===== src/rtl/strided_copy_burst_generator_core_macros.svh =====
// ---------------------------------------------------------------------------
// strided copy burst generator assertion macros
// concurrent assertion wrappers, clocked on clk and disabled in reset
// ---------------------------------------------------------------------------
`ifndef STRIDED_COPY_BURST_GENERATOR_CORE_MACROS_SVH
`define STRIDED_COPY_BURST_GENERATOR_CORE_MACROS_SVH

`ifndef NO_ASSERTIONS
// antecedent implies consequent in the same cycle
`define SCBG_ASSERT_IMPL(label, ante, cons) \
    label: assert property (@(posedge clk) disable iff (!rst_n) (ante) |-> (cons)) \
        else $error("scbg assertion failed");
// antecedent implies consequent in the next cycle
`define SCBG_ASSERT_NEXT(label, ante, cons) \
    label: assert property (@(posedge clk) disable iff (!rst_n) (ante) |=> (cons)) \
        else $error("scbg assertion failed");
`else
`define SCBG_ASSERT_IMPL(label, ante, cons)
`define SCBG_ASSERT_NEXT(label, ante, cons)
`endif

`endif


===== src/rtl/scbg_pkg.sv =====
// ---------------------------------------------------------------------------
// scbg_pkg
// shared widths, codes and the configuration register type
// ---------------------------------------------------------------------------
`default_nettype none

package scbg_pkg;

    localparam int ADDR_W  = 32;
    localparam int SIZE_W  = 16;
    localparam int EB_W    = 7;
    localparam int COUNT_W = 38;
    localparam int INDEX_W = 3;
    localparam int DATA_W  = 32;
    localparam int MUL_W   = 33;
    localparam int PROD_W  = 2 * MUL_W;

    // command codes
    localparam logic CMD_START = 1'b0;
    localparam logic CMD_NEXT  = 1'b1;

    // register indexes
    localparam logic [INDEX_W-1:0] REG_OUTER_SIZE       = 3'd0;
    localparam logic [INDEX_W-1:0] REG_INNER_SIZE       = 3'd1;
    localparam logic [INDEX_W-1:0] REG_SRC_OUTER_STRIDE = 3'd2;
    localparam logic [INDEX_W-1:0] REG_SRC_INNER_STRIDE = 3'd3;
    localparam logic [INDEX_W-1:0] REG_DST_OUTER_STRIDE = 3'd4;
    localparam logic [INDEX_W-1:0] REG_DST_INNER_STRIDE = 3'd5;
    localparam logic [INDEX_W-1:0] REG_ELEMENT_BYTES    = 3'd6;

    typedef struct packed {
        logic        [SIZE_W-1:0] outer_size;
        logic        [SIZE_W-1:0] inner_size;
        logic signed [ADDR_W-1:0] src_outer_stride;
        logic signed [ADDR_W-1:0] src_inner_stride;
        logic signed [ADDR_W-1:0] dst_outer_stride;
        logic signed [ADDR_W-1:0] dst_inner_stride;
        logic        [EB_W-1:0]   element_bytes;
    } cfg_t;

endpackage

`default_nettype wire


===== src/rtl/scbg_if.sv =====
// ---------------------------------------------------------------------------
// scbg channel interfaces
// request, burst and configuration write channels with valid/ready
// ---------------------------------------------------------------------------
`default_nettype none

interface scbg_req_if;
    import scbg_pkg::*;
    logic              valid;
    logic              ready;
    logic              cmd;
    logic [ADDR_W-1:0] src_base;
    logic [ADDR_W-1:0] dst_base;
    logic              operation;
    modport source (output valid, cmd, src_base, dst_base, operation, input ready);
    modport sink   (input valid, cmd, src_base, dst_base, operation, output ready);
endinterface

interface scbg_burst_if;
    import scbg_pkg::*;
    logic               valid;
    logic               ready;
    logic [ADDR_W-1:0]  src_address;
    logic [ADDR_W-1:0]  dst_address;
    logic [COUNT_W-1:0] byte_count;
    logic               job_operation;
    logic               last;
    modport source (output valid, src_address, dst_address, byte_count, job_operation, last,
                    input ready);
    modport sink   (input valid, src_address, dst_address, byte_count, job_operation, last,
                    output ready);
endinterface

interface scbg_cfg_if;
    import scbg_pkg::*;
    logic               valid;
    logic               ready;
    logic [INDEX_W-1:0] index;
    logic [DATA_W-1:0]  data;
    modport source (output valid, index, data, input ready);
    modport sink   (input valid, index, data, output ready);
endinterface

`default_nettype wire


===== src/rtl/strided_copy_burst_generator_core.sv =====
// ---------------------------------------------------------------------------
// strided_copy_burst_generator_core
// two-dimensional strided copy/compare burst generator: a start beat plans
// the job on a shared multiplier, each next beat of a live job yields one burst
// ---------------------------------------------------------------------------
//
//  channel  dir  beat payload
//  -------  ---  ---------------------------------------------------------
//  req      in   cmd, src_base, dst_base, operation
//  burst    out  src_address, dst_address, byte_count, job_operation, last
//  cfg      in   index, data (register write, always ready)
//
//  a start beat is accepted in idle, then runs six multiplier passes and a
//  finalize state; req.ready is low in all of the planning states
//  next beats issue bursts back to back from the walker unless burst.ready is low
//  reset leaves no job active; a next beat then gives no burst
//  the burst register holds its beat while burst.ready is low, and a new
//  req beat is taken only when that register is free or being emptied
//
`default_nettype none
`include "strided_copy_burst_generator_core_macros.svh"

module strided_copy_burst_generator_core (
    input  wire        clk,
    input  wire        rst_n,
    scbg_req_if.sink   req,
    scbg_burst_if.source burst,
    scbg_cfg_if.sink   cfg
);
    import scbg_pkg::*;

    // sequencer states
    localparam logic [2:0] ST_IDLE = 3'd0;
    localparam logic [2:0] ST_M0   = 3'd1;  // src inner stride * inner size
    localparam logic [2:0] ST_M1   = 3'd2;  // dst inner stride * inner size
    localparam logic [2:0] ST_M2   = 3'd3;  // outer size * inner size
    localparam logic [2:0] ST_M3   = 3'd4;  // block * element bytes
    localparam logic [2:0] ST_M4   = 3'd5;  // (block - 1) * src inner stride
    localparam logic [2:0] ST_M5   = 3'd6;  // (block - 1) * dst inner stride
    localparam logic [2:0] ST_M6   = 3'd7;  // finalize

    // contiguity level codes
    localparam logic [1:0] DIM_OUTER = 2'd0;
    localparam logic [1:0] DIM_INNER = 2'd1;
    localparam logic [1:0] DIM_NONE  = 2'd2;

    cfg_t regs;

    scbg_cfg u_cfg (
        .clk   (clk),
        .rst_n (rst_n),
        .cfg   (cfg),
        .regs  (regs)
    );

    // shared multiplier
    logic signed [MUL_W-1:0]  mul_a;
    logic signed [MUL_W-1:0]  mul_b;
    logic signed [PROD_W-1:0] prod;

    scbg_mul u_mul (
        .clk  (clk),
        .a    (mul_a),
        .b    (mul_b),
        .prod (prod)
    );

    // control state
    logic [2:0]        state_reg, state_next;
    logic              job_active_reg, job_active_next;
    logic [ADDR_W-1:0] bursts_left_reg, bursts_left_next;
    logic              out_valid_reg, out_valid_next;

    // job payload
    logic               merged_reg, merged_next;
    logic [1:0]         merge_level_reg, merge_level_next;
    logic [SIZE_W-1:0]  inner_index_reg, inner_index_next;
    logic [ADDR_W-1:0]  src_row_reg, src_row_next;
    logic [ADDR_W-1:0]  src_cur_reg, src_cur_next;
    logic [ADDR_W-1:0]  dst_row_reg, dst_row_next;
    logic [ADDR_W-1:0]  dst_cur_reg, dst_cur_next;
    logic [COUNT_W-1:0] burst_length_reg, burst_length_next;
    logic               operation_reg, operation_next;

    // planning scratch
    logic              src_outer_ok_reg, src_outer_ok_next;
    logic              dst_outer_ok_reg, dst_outer_ok_next;
    logic [ADDR_W-1:0] total_reg, total_next;
    logic [ADDR_W-1:0] blk_reg, blk_next;

    // burst output register
    logic [ADDR_W-1:0]  out_src_reg, out_src_next;
    logic [ADDR_W-1:0]  out_dst_reg, out_dst_next;
    logic [COUNT_W-1:0] out_count_reg, out_count_next;
    logic               out_op_reg, out_op_next;
    logic               out_last_reg, out_last_next;

    logic in_acc;
    logic load_result;
    logic last_now;

    // contiguity decode
    logic [MUL_W-1:0] src_inner_abs;
    logic [MUL_W-1:0] dst_inner_abs;
    logic             src_inner_ok;
    logic             dst_inner_ok;
    logic [1:0]       src_level;
    logic [1:0]       dst_level;
    logic [1:0]       level_now;
    logic             merged_now;
    logic [ADDR_W-1:0] blk_now;
    logic              size_zero;
    logic [ADDR_W-1:0] dst_start;
    logic [SIZE_W-1:0] inner_inc;
    logic [ADDR_W-1:0] src_row_step;
    logic [ADDR_W-1:0] dst_row_step;

    assign req.ready = (state_reg == ST_IDLE) && (!out_valid_reg || burst.ready);
    assign in_acc    = req.valid && req.ready;

    assign burst.valid         = out_valid_reg;
    assign burst.src_address   = out_src_reg;
    assign burst.dst_address   = out_dst_reg;
    assign burst.byte_count    = out_count_reg;
    assign burst.job_operation = out_op_reg;
    assign burst.last          = out_last_reg;

    // a side is contiguous from the inner dimension when |inner stride| is
    // one element, and from the outer one when a row also packs exactly
    assign src_inner_abs = regs.src_inner_stride[ADDR_W-1]
                         ? (MUL_W'(0) - {regs.src_inner_stride[ADDR_W-1], regs.src_inner_stride})
                         : {1'b0, regs.src_inner_stride};
    assign dst_inner_abs = regs.dst_inner_stride[ADDR_W-1]
                         ? (MUL_W'(0) - {regs.dst_inner_stride[ADDR_W-1], regs.dst_inner_stride})
                         : {1'b0, regs.dst_inner_stride};
    assign src_inner_ok  = (src_inner_abs == MUL_W'(regs.element_bytes));
    assign dst_inner_ok  = (dst_inner_abs == MUL_W'(regs.element_bytes));

    assign src_level = !src_inner_ok ? DIM_NONE : (src_outer_ok_reg ? DIM_OUTER : DIM_INNER);
    assign dst_level = !dst_inner_ok ? DIM_NONE : (dst_outer_ok_reg ? DIM_OUTER : DIM_INNER);
    assign level_now = (src_level > dst_level) ? src_level : dst_level;

    // merging needs matching stride signs at the chosen level
    always_comb
    begin
        case (level_now)
            DIM_OUTER: merged_now = (regs.src_outer_stride[ADDR_W-1]
                                     == regs.dst_outer_stride[ADDR_W-1]);
            DIM_INNER: merged_now = (regs.src_inner_stride[ADDR_W-1]
                                     == regs.dst_inner_stride[ADDR_W-1]);
            default:   merged_now = 1'b0;
        endcase
    end

    // block elements: whole job from outer level, one row from inner level
    assign blk_now   = (level_now == DIM_OUTER) ? prod[ADDR_W-1:0]
                                                : ADDR_W'(regs.inner_size);
    assign size_zero = (regs.outer_size == '0) || (regs.inner_size == '0);
    assign dst_start = (merged_reg && regs.dst_inner_stride[ADDR_W-1])
                     ? (dst_row_reg + prod[ADDR_W-1:0]) : dst_row_reg;

    // walker arithmetic
    assign inner_inc    = inner_index_reg + SIZE_W'(1);
    assign src_row_step = src_row_reg + regs.src_outer_stride;
    assign dst_row_step = dst_row_reg + regs.dst_outer_stride;

    assign load_result = in_acc && (req.cmd == CMD_NEXT) && job_active_reg
                       && (bursts_left_reg != '0);
    assign last_now    = (bursts_left_reg == ADDR_W'(1));

    always_comb
    begin
        state_next        = state_reg;
        job_active_next   = job_active_reg;
        bursts_left_next  = bursts_left_reg;
        out_valid_next    = burst.ready ? 1'b0 : out_valid_reg;
        merged_next       = merged_reg;
        merge_level_next  = merge_level_reg;
        inner_index_next  = inner_index_reg;
        src_row_next      = src_row_reg;
        src_cur_next      = src_cur_reg;
        dst_row_next      = dst_row_reg;
        dst_cur_next      = dst_cur_reg;
        burst_length_next = burst_length_reg;
        operation_next    = operation_reg;
        src_outer_ok_next = src_outer_ok_reg;
        dst_outer_ok_next = dst_outer_ok_reg;
        total_next        = total_reg;
        blk_next          = blk_reg;
        out_src_next      = out_src_reg;
        out_dst_next      = out_dst_reg;
        out_count_next    = out_count_reg;
        out_op_next       = out_op_reg;
        out_last_next     = out_last_reg;
        mul_a             = '0;
        mul_b             = '0;

        case (state_reg)
            ST_IDLE:
            begin
                if (in_acc)
                begin
                    if (req.cmd == CMD_START)
                    begin
                        // drop any running job and plan the new one
                        state_next      = ST_M0;
                        job_active_next = 1'b0;
                        operation_next  = req.operation;
                        src_row_next    = req.src_base;
                        dst_row_next    = req.dst_base;
                    end
                    else if (load_result)
                    begin
                        out_valid_next   = 1'b1;
                        out_src_next     = src_cur_reg;
                        out_dst_next     = dst_cur_reg;
                        out_count_next   = burst_length_reg;
                        out_op_next      = operation_reg;
                        out_last_next    = last_now;
                        bursts_left_next = bursts_left_reg - ADDR_W'(1);
                        if (last_now)
                        begin
                            job_active_next = 1'b0;
                        end
                        else if (merged_reg)
                        begin
                            // merged rows step by the outer stride
                            if (merge_level_reg == DIM_INNER)
                            begin
                                src_row_next = src_row_step;
                                src_cur_next = src_row_step;
                                dst_row_next = dst_row_step;
                                dst_cur_next = dst_row_step;
                            end
                        end
                        else if (inner_inc >= regs.inner_size)
                        begin
                            // end of row in element mode
                            inner_index_next = '0;
                            src_row_next     = src_row_step;
                            src_cur_next     = src_row_step;
                            dst_row_next     = dst_row_step;
                            dst_cur_next     = dst_row_step;
                        end
                        else
                        begin
                            inner_index_next = inner_inc;
                            src_cur_next     = src_cur_reg + regs.src_inner_stride;
                            dst_cur_next     = dst_cur_reg + regs.dst_inner_stride;
                        end
                    end
                    else
                    begin
                        job_active_next = 1'b0;
                    end
                end
            end
            ST_M0:
            begin
                mul_a      = {regs.src_inner_stride[ADDR_W-1], regs.src_inner_stride};
                mul_b      = MUL_W'(regs.inner_size);
                state_next = ST_M1;
            end
            ST_M1:
            begin
                src_outer_ok_next = (prod == PROD_W'(regs.src_outer_stride));
                mul_a             = {regs.dst_inner_stride[ADDR_W-1], regs.dst_inner_stride};
                mul_b             = MUL_W'(regs.inner_size);
                state_next        = ST_M2;
            end
            ST_M2:
            begin
                dst_outer_ok_next = (prod == PROD_W'(regs.dst_outer_stride));
                mul_a             = MUL_W'(regs.outer_size);
                mul_b             = MUL_W'(regs.inner_size);
                state_next        = ST_M3;
            end
            ST_M3:
            begin
                total_next       = prod[ADDR_W-1:0];
                merge_level_next = level_now;
                merged_next      = merged_now;
                blk_next         = blk_now;
                mul_a            = MUL_W'(regs.element_bytes);
                mul_b            = MUL_W'(blk_now);
                state_next       = ST_M4;
            end
            ST_M4:
            begin
                burst_length_next = merged_reg ? prod[COUNT_W-1:0]
                                               : COUNT_W'(regs.element_bytes);
                mul_a             = {regs.src_inner_stride[ADDR_W-1], regs.src_inner_stride};
                mul_b             = MUL_W'(blk_reg - ADDR_W'(1));
                state_next        = ST_M5;
            end
            ST_M5:
            begin
                // negative inner stride: merged block starts at its low end
                if (merged_reg && regs.src_inner_stride[ADDR_W-1])
                begin
                    src_row_next = src_row_reg + prod[ADDR_W-1:0];
                end
                mul_a      = {regs.dst_inner_stride[ADDR_W-1], regs.dst_inner_stride};
                mul_b      = MUL_W'(blk_reg - ADDR_W'(1));
                state_next = ST_M6;
            end
            ST_M6:
            begin
                dst_row_next     = dst_start;
                dst_cur_next     = dst_start;
                src_cur_next     = src_row_reg;
                inner_index_next = '0;
                if (size_zero)
                begin
                    bursts_left_next = '0;
                    burst_length_next = '0;
                end
                else if (merged_reg)
                begin
                    bursts_left_next = (merge_level_reg == DIM_OUTER)
                                     ? ADDR_W'(1) : ADDR_W'(regs.outer_size);
                end
                else
                begin
                    bursts_left_next = total_reg;
                end
                job_active_next = !size_zero;
                state_next      = ST_IDLE;
            end
            default:
            begin
                state_next = ST_IDLE;
            end
        endcase
    end

    // control registers
    always_ff @(posedge clk or negedge rst_n)
    begin
        if (!rst_n)
        begin
            state_reg       <= ST_IDLE;
            job_active_reg  <= 1'b0;
            bursts_left_reg <= '0;
            out_valid_reg   <= 1'b0;
        end
        else
        begin
            state_reg       <= state_next;
            job_active_reg  <= job_active_next;
            bursts_left_reg <= bursts_left_next;
            out_valid_reg   <= out_valid_next;
        end
    end

    // payload registers
    always_ff @(posedge clk)
    begin
        merged_reg       <= merged_next;
        merge_level_reg  <= merge_level_next;
        inner_index_reg  <= inner_index_next;
        src_row_reg      <= src_row_next;
        src_cur_reg      <= src_cur_next;
        dst_row_reg      <= dst_row_next;
        dst_cur_reg      <= dst_cur_next;
        burst_length_reg <= burst_length_next;
        operation_reg    <= operation_next;
        src_outer_ok_reg <= src_outer_ok_next;
        dst_outer_ok_reg <= dst_outer_ok_next;
        total_reg        <= total_next;
        blk_reg          <= blk_next;
        out_src_reg      <= out_src_next;
        out_dst_reg      <= out_dst_next;
        out_count_reg    <= out_count_next;
        out_op_reg       <= out_op_next;
        out_last_reg     <= out_last_next;
    end

    // a start beat always enters the planning sequence
    `SCBG_ASSERT_NEXT(a_start_plans, in_acc && (req.cmd == CMD_START), state_reg == ST_M0)
    // an active job always has bursts to give
    `SCBG_ASSERT_IMPL(a_active_has_bursts, job_active_reg, bursts_left_reg != '0)
    // the final burst closes the job
    `SCBG_ASSERT_NEXT(a_last_ends_job, load_result && last_now, !job_active_reg)
    // no req beat is taken while planning
    `SCBG_ASSERT_IMPL(a_busy_not_ready, state_reg != ST_IDLE, !req.ready)

endmodule

`default_nettype wire


===== src/rtl/scbg_cfg.sv =====
// ---------------------------------------------------------------------------
// scbg_cfg
// configuration register file, always ready for a write beat
// ---------------------------------------------------------------------------
`default_nettype none

module scbg_cfg (
    input  wire            clk,
    input  wire            rst_n,
    scbg_cfg_if.sink       cfg,
    output scbg_pkg::cfg_t regs
);
    import scbg_pkg::*;

    cfg_t regs_reg;
    cfg_t regs_next;

    assign cfg.ready = 1'b1;
    assign regs      = regs_reg;

    always_comb
    begin
        regs_next = regs_reg;
        if (cfg.valid)
        begin
            case (cfg.index)
                REG_OUTER_SIZE:       regs_next.outer_size       = cfg.data[SIZE_W-1:0];
                REG_INNER_SIZE:       regs_next.inner_size       = cfg.data[SIZE_W-1:0];
                REG_SRC_OUTER_STRIDE: regs_next.src_outer_stride = cfg.data;
                REG_SRC_INNER_STRIDE: regs_next.src_inner_stride = cfg.data;
                REG_DST_OUTER_STRIDE: regs_next.dst_outer_stride = cfg.data;
                REG_DST_INNER_STRIDE: regs_next.dst_inner_stride = cfg.data;
                REG_ELEMENT_BYTES:    regs_next.element_bytes    = cfg.data[EB_W-1:0];
                default:              regs_next = regs_reg;
            endcase
        end
    end

    always_ff @(posedge clk or negedge rst_n)
    begin
        if (!rst_n)
        begin
            regs_reg.outer_size       <= SIZE_W'(1);
            regs_reg.inner_size       <= SIZE_W'(1);
            regs_reg.src_outer_stride <= '0;
            regs_reg.src_inner_stride <= ADDR_W'(1);
            regs_reg.dst_outer_stride <= '0;
            regs_reg.dst_inner_stride <= ADDR_W'(1);
            regs_reg.element_bytes    <= EB_W'(1);
        end
        else
        begin
            regs_reg <= regs_next;
        end
    end

endmodule

`default_nettype wire


===== src/rtl/scbg_mul.sv =====
// ---------------------------------------------------------------------------
// scbg_mul
// shared signed multiplier with a registered product
// ---------------------------------------------------------------------------
`default_nettype none

module scbg_mul (
    input  wire                                  clk,
    input  wire  signed [scbg_pkg::MUL_W-1:0]    a,
    input  wire  signed [scbg_pkg::MUL_W-1:0]    b,
    output logic signed [scbg_pkg::PROD_W-1:0]   prod
);
    import scbg_pkg::*;

    logic signed [PROD_W-1:0] prod_reg;

    assign prod = prod_reg;

    always_ff @(posedge clk)
    begin
        prod_reg <= a * b;
    end

endmodule

`default_nettype wire


===== src/flat_wrapper.sv =====
// flat-port wrapper written by rule: the top's interface ports become plain ports
module strided_copy_burst_generator_core_flat import scbg_pkg::*;
  (clk, rst_n, req_valid, req_cmd, req_src_base, req_dst_base, req_operation, req_ready, burst_valid, burst_src_address, burst_dst_address, burst_byte_count, burst_job_operation, burst_last, burst_ready, cfg_valid, cfg_index, cfg_data, cfg_ready);
  scbg_req_if req_i ();
  scbg_burst_if burst_i ();
  scbg_cfg_if cfg_i ();
  input  wire clk;
  input  wire rst_n;
  input wire logic [$bits(req_i.valid)-1:0] req_valid;
  input wire logic [$bits(req_i.cmd)-1:0] req_cmd;
  input wire logic [$bits(req_i.src_base)-1:0] req_src_base;
  input wire logic [$bits(req_i.dst_base)-1:0] req_dst_base;
  input wire logic [$bits(req_i.operation)-1:0] req_operation;
  output wire logic [$bits(req_i.ready)-1:0] req_ready;
  output wire logic [$bits(burst_i.valid)-1:0] burst_valid;
  output wire logic [$bits(burst_i.src_address)-1:0] burst_src_address;
  output wire logic [$bits(burst_i.dst_address)-1:0] burst_dst_address;
  output wire logic [$bits(burst_i.byte_count)-1:0] burst_byte_count;
  output wire logic [$bits(burst_i.job_operation)-1:0] burst_job_operation;
  output wire logic [$bits(burst_i.last)-1:0] burst_last;
  input wire logic [$bits(burst_i.ready)-1:0] burst_ready;
  input wire logic [$bits(cfg_i.valid)-1:0] cfg_valid;
  input wire logic [$bits(cfg_i.index)-1:0] cfg_index;
  input wire logic [$bits(cfg_i.data)-1:0] cfg_data;
  output wire logic [$bits(cfg_i.ready)-1:0] cfg_ready;
  assign req_i.valid = req_valid;
  assign req_i.cmd = req_cmd;
  assign req_i.src_base = req_src_base;
  assign req_i.dst_base = req_dst_base;
  assign req_i.operation = req_operation;
  assign req_ready = req_i.ready;
  assign burst_valid = burst_i.valid;
  assign burst_src_address = burst_i.src_address;
  assign burst_dst_address = burst_i.dst_address;
  assign burst_byte_count = burst_i.byte_count;
  assign burst_job_operation = burst_i.job_operation;
  assign burst_last = burst_i.last;
  assign burst_i.ready = burst_ready;
  assign cfg_i.valid = cfg_valid;
  assign cfg_i.index = cfg_index;
  assign cfg_i.data = cfg_data;
  assign cfg_ready = cfg_i.ready;
  strided_copy_burst_generator_core u_core (.clk(clk), .rst_n(rst_n), .req(req_i), .burst(burst_i), .cfg(cfg_i));
endmodule

===== config.mk =====
export PLATFORM = sky130hd
export DESIGN_NAME = strided_copy_burst_generator_core_flat
export DESIGN_NICKNAME = d
export VERILOG_FILES = /design/src/rtl/scbg_pkg.sv /design/src/rtl/scbg_if.sv /design/src/rtl/strided_copy_burst_generator_core.sv /design/src/rtl/scbg_cfg.sv /design/src/rtl/scbg_mul.sv /design/src/flat_wrapper.sv
export VERILOG_INCLUDE_DIRS = /design/src /design/src/rtl
export SDC_FILE = /design/constraint.sdc
export NUM_CORES = 2
export LEC_CHECK = 0
export BUFFER_PORTS_ARGS = -buffer_cell sky130_fd_sc_hd__buf_2
export CORE_MARGIN = 2
export CORE_UTILIZATION = 55
export DETAILED_ROUTE_END_ITERATION = 16
export PLACE_DENSITY = 0.82
export SLEW_MARGIN = 10
export SYNTH_ARGS = -nofsm -noshare
export SYNTH_HDL_FRONTEND = slang
export SYNTH_SLANG_ARGS = --single-unit

===== constraint.sdc =====
create_clock -name clk -period 10.76 [get_ports clk]
set_input_delay 2.152 -clock clk [delete_from_list [all_inputs] [get_ports clk]]
set_output_delay 2.152 -clock clk [all_outputs]
set_load 0.005 [all_outputs]

==> metrics.txt <==
status complete, but fails checks; failing checks negative setup slack; CP Max Fanout 8; H-tree Lvls 3; Final WS setup -0.687 ns; crit path time final 11.45 ns; GR Overflow Total 0; CTS buffer count 75; Util after Layout 0.646; Synth-to-Final Area Change 16.9%; drt pass-1 iters 6; DR vias 65100; post-route design area 88700 um^2; via/cell ratio 6.10; CP endpoint kind register; Worst slew margin 0.107; row count 136; final cell count without fillers 10700; Buf/Inv on CP 10; Worst path top cell family by delay adder cells; Clock Sinks 626; antenna-violating nets left 0; crit-path most repeated cell fa_1; synthesis-stage register bit count 626; number of global-route vias before repair 66400; FMAX 87.4 MHz; Die Ht 375 um; multi-input logic area 53900 um^2; CP max stage cell fa_1; Placed Instances 10400; Starting Density 0.553; Core ar. 137000 um^2; io pins 213; main flop type after synthesis edfxtp_1; Root Driver clkbuf_16; port buffer count 211; RSZ-0062 raised after global routing true; CP Data Required Time 11.31 ns; Seq/Total Area, Yosys 0.226; CP max stage delay 0.59 ns; DR DRC count 0; post-layout net count 10400; Fin. Hold Viols 0; ys async rst share 0.326; TritonCTS clock tree done; GR Util All Layers 0.378; Total Wirelength 266 mm; max_cap viols 0; first-pass GRT wire length 401 mm; crit path DAT 12.00 ns; Cells after Synth 8059; Yosys cell types 99; Max Slew Vio Count 0; drt wl/cell 24.9 um; hold_buf cts 0; crit path kind register to register; max reg flops 167; endpoints failing setup 27; transition time at the pin with the least slew margin 1.34 ns; antenna violations before repair 20; EDFF count, synth 356; fin crit share 1.06; clock transition at the registers of the reported paths 0.07 ns; Ys Warns 0; die area 141000 um^2; Die X-Extent 375 um; Cell Area, Synth 75800 um^2; Final Skew 0.0440 ns; largest net degree at the start of global routing 74; worst-skew pair later-pin latency 0.72 ns; Setup crit start kind register; DR iter-0 viols 7222; GPL Wtd Cong 1.01; HP Class register to register; Register Area 17100 um^2; clock tree buffer depth 3; syn avg cell area 9.41 um^2; layout cells sized above 1 0.189; Area after DPL 84000 um^2; Final HPWL DP 205 mm; # fillers 10700; Synthesized Nets 9721
timing repair:
| item | in CTS | in global routing |
|---|---|---|
| setup buffers | 52 | 27 |
| resized for setup | 183 | 128 |
| endpoints found under the setup margin | 40 | 45 |
| pin swaps | 77 | 83 |
| gates cloned | 2 | 0 |
stage by stage:
stage / setup WS, ns / setup TNS (ns) / hold WS (ns)
3_5_place_dp: -1.24 / -19.85 / 0.405
3_3_place_gp: -1.25 / -20.94 / 0.402
6_report: -0.687 / -11.84 / 0.419
5_1_grt: -1.02 / -23.98 / 0.421
2_1_floorplan: 0.00906 / 0 / 0.400
4_1_cts: -0.594 / -8.00 / 0.420
worst register-to-register path: cells and delay by family, from the launching register on:
family	cells	cell delay, ns
flops	1	0.39
simple gates	12	2.56
xor+xnor	1	0.11
fa+ha+maj	11	4.78
compound gates	11	2.44
buf+inv	10	0.99
layout make-up:
class	instances	area share
Inverter	1327	0.0563
Tap cell	1794	0.0253
Timing Repair Buffer	1018	0.0869
Sequential cell	626	0.193
Clock buffer	98	0.0234
Antenna cell	34	0.000960
Clock inverter	42	0.00641
Multi-Input combinational cell	5729	0.607
layout by cell type (no fill, tap or decap), types with 29 or more instances in the layout:
cell type and count:
a21oi_1 335, edfxtp_1 356, ha_1 400, mux2_2 157
a211oi_1 57, o21a_1 40, or2_2 41, nand3_1 84
xnor2_1 211, buf_4 737, clkbuf_16 78, a31oi_1 49
inv_1 1300, dfxtp_1 66, and2_1 37, nand2b_1 76
a21o_1 109, and3_1 78, buf_6 33, o21bai_1 33
o21ai_0 252, xor2_1 130, buf_12 34, nor2_1 894
a21oi_2 29, buf_2 209, diode_2 34, fa_1 1104
mux2i_1 58, nand2_1 683, a22o_1 32, nor2b_1 66
dfrtp_1 198, nor4_1 60, nor3_1 74, nand4_1 57
cell usage after synthesis, types with 28 or more instances:
library cell / count / area [um^2]
nor2b_1: 70 / 438
nor4_1: 63 / 394
a31oi_1: 53 / 332
a21o_1: 111 / 833
a211oi_1: 60 / 450
buf_1: 28 / 105
and3_1: 88 / 551
dfxtp_1: 66 / 1320
nor2_1: 918 / 3450
or2_2: 44 / 275
nand2_1: 693 / 2600
nor3_1: 85 / 425
edfxtp_1: 356 / 10700
fa_1: 1128 / 22600
or3_1: 29 / 181
o21ai_0: 269 / 1350
xor2_1: 132 / 1160
a21oi_1: 371 / 1860
clkbuf_1: 288 / 1080
o21a_1: 41 / 308
nand3_1: 94 / 470
ha_1: 428 / 5360
dfrtp_1: 199 / 4980
nand2b_1: 77 / 482
a22o_1: 34 / 298
and2_1: 37 / 231
inv_1: 1326 / 4980
mux2_2: 158 / 1780
mux2i_1: 58 / 581
nand4_1: 57 / 357
o21bai_1: 34 / 255
xnor2_1: 217 / 1900
a22oi_1: 45 / 338
buf_2: 57 / 285
cell families (layout without fill, tap and decap cells):
logic type / after synthesis / after routing / share of synthesized area
buf+inv: 1704 / 2485 / 0.0857
compound gates: 1280 / 1280 / 0.110
flops: 626 / 626 / 0.226
mux: 216 / 216 / 0.0311
other cells: 1 / 35 / 0.0000495
xor+xnor: 350 / 350 / 0.0406
fa+ha+maj: 1556 / 1556 / 0.368
simple gates: 2326 / 2326 / 0.138
path summary, 6_finish.rpt:
| path | cells after the start | slack [ns] | endpoint | from |
|---|---|---|---|---|
| max reg2reg | 45 | -0.69 | u_core.u_mul.prod[50]$_DFF_P_ | u_core.u_cfg.regs[8]$_DFFE_PN0P_ |
| min in group asynchronous | 1 | 1.47 | u_core.u_cfg.regs[69]$_DFFE_PN0P_ | rst_n |
| min | 0 | 0.42 | u_core.burst.byte_count[16]$_DFFE_PP_ | u_core.burst_length_reg[16]$_SDFFCE_PP0P_ |
| max in group asynchronous | 2 | 7.77 | u_core.u_cfg.regs[9]$_DFFE_PN0P_ | rst_n |
| min reg2reg | 0 | 0.42 | u_core.burst.byte_count[16]$_DFFE_PP_ | u_core.burst_length_reg[16]$_SDFFCE_PP0P_ |
| max | 45 | -0.69 | u_core.u_mul.prod[50]$_DFF_P_ | u_core.u_cfg.regs[8]$_DFFE_PN0P_ |
routing by layer:
metal / vias up / GRT usage / routed length (um)
li1: 27700 / - / -
met1: 32200 / 0.477 / 95600
met2: 4063 / 0.576 / 118000
met3: 1023 / 0.102 / 31900
met4: 14 / 0.242 / 20100
met5: - / 0 / 99
Power is left out: the tool's default activity adds up to more than one toggle a clock period on the data nets, which glitch-free logic cannot reach.
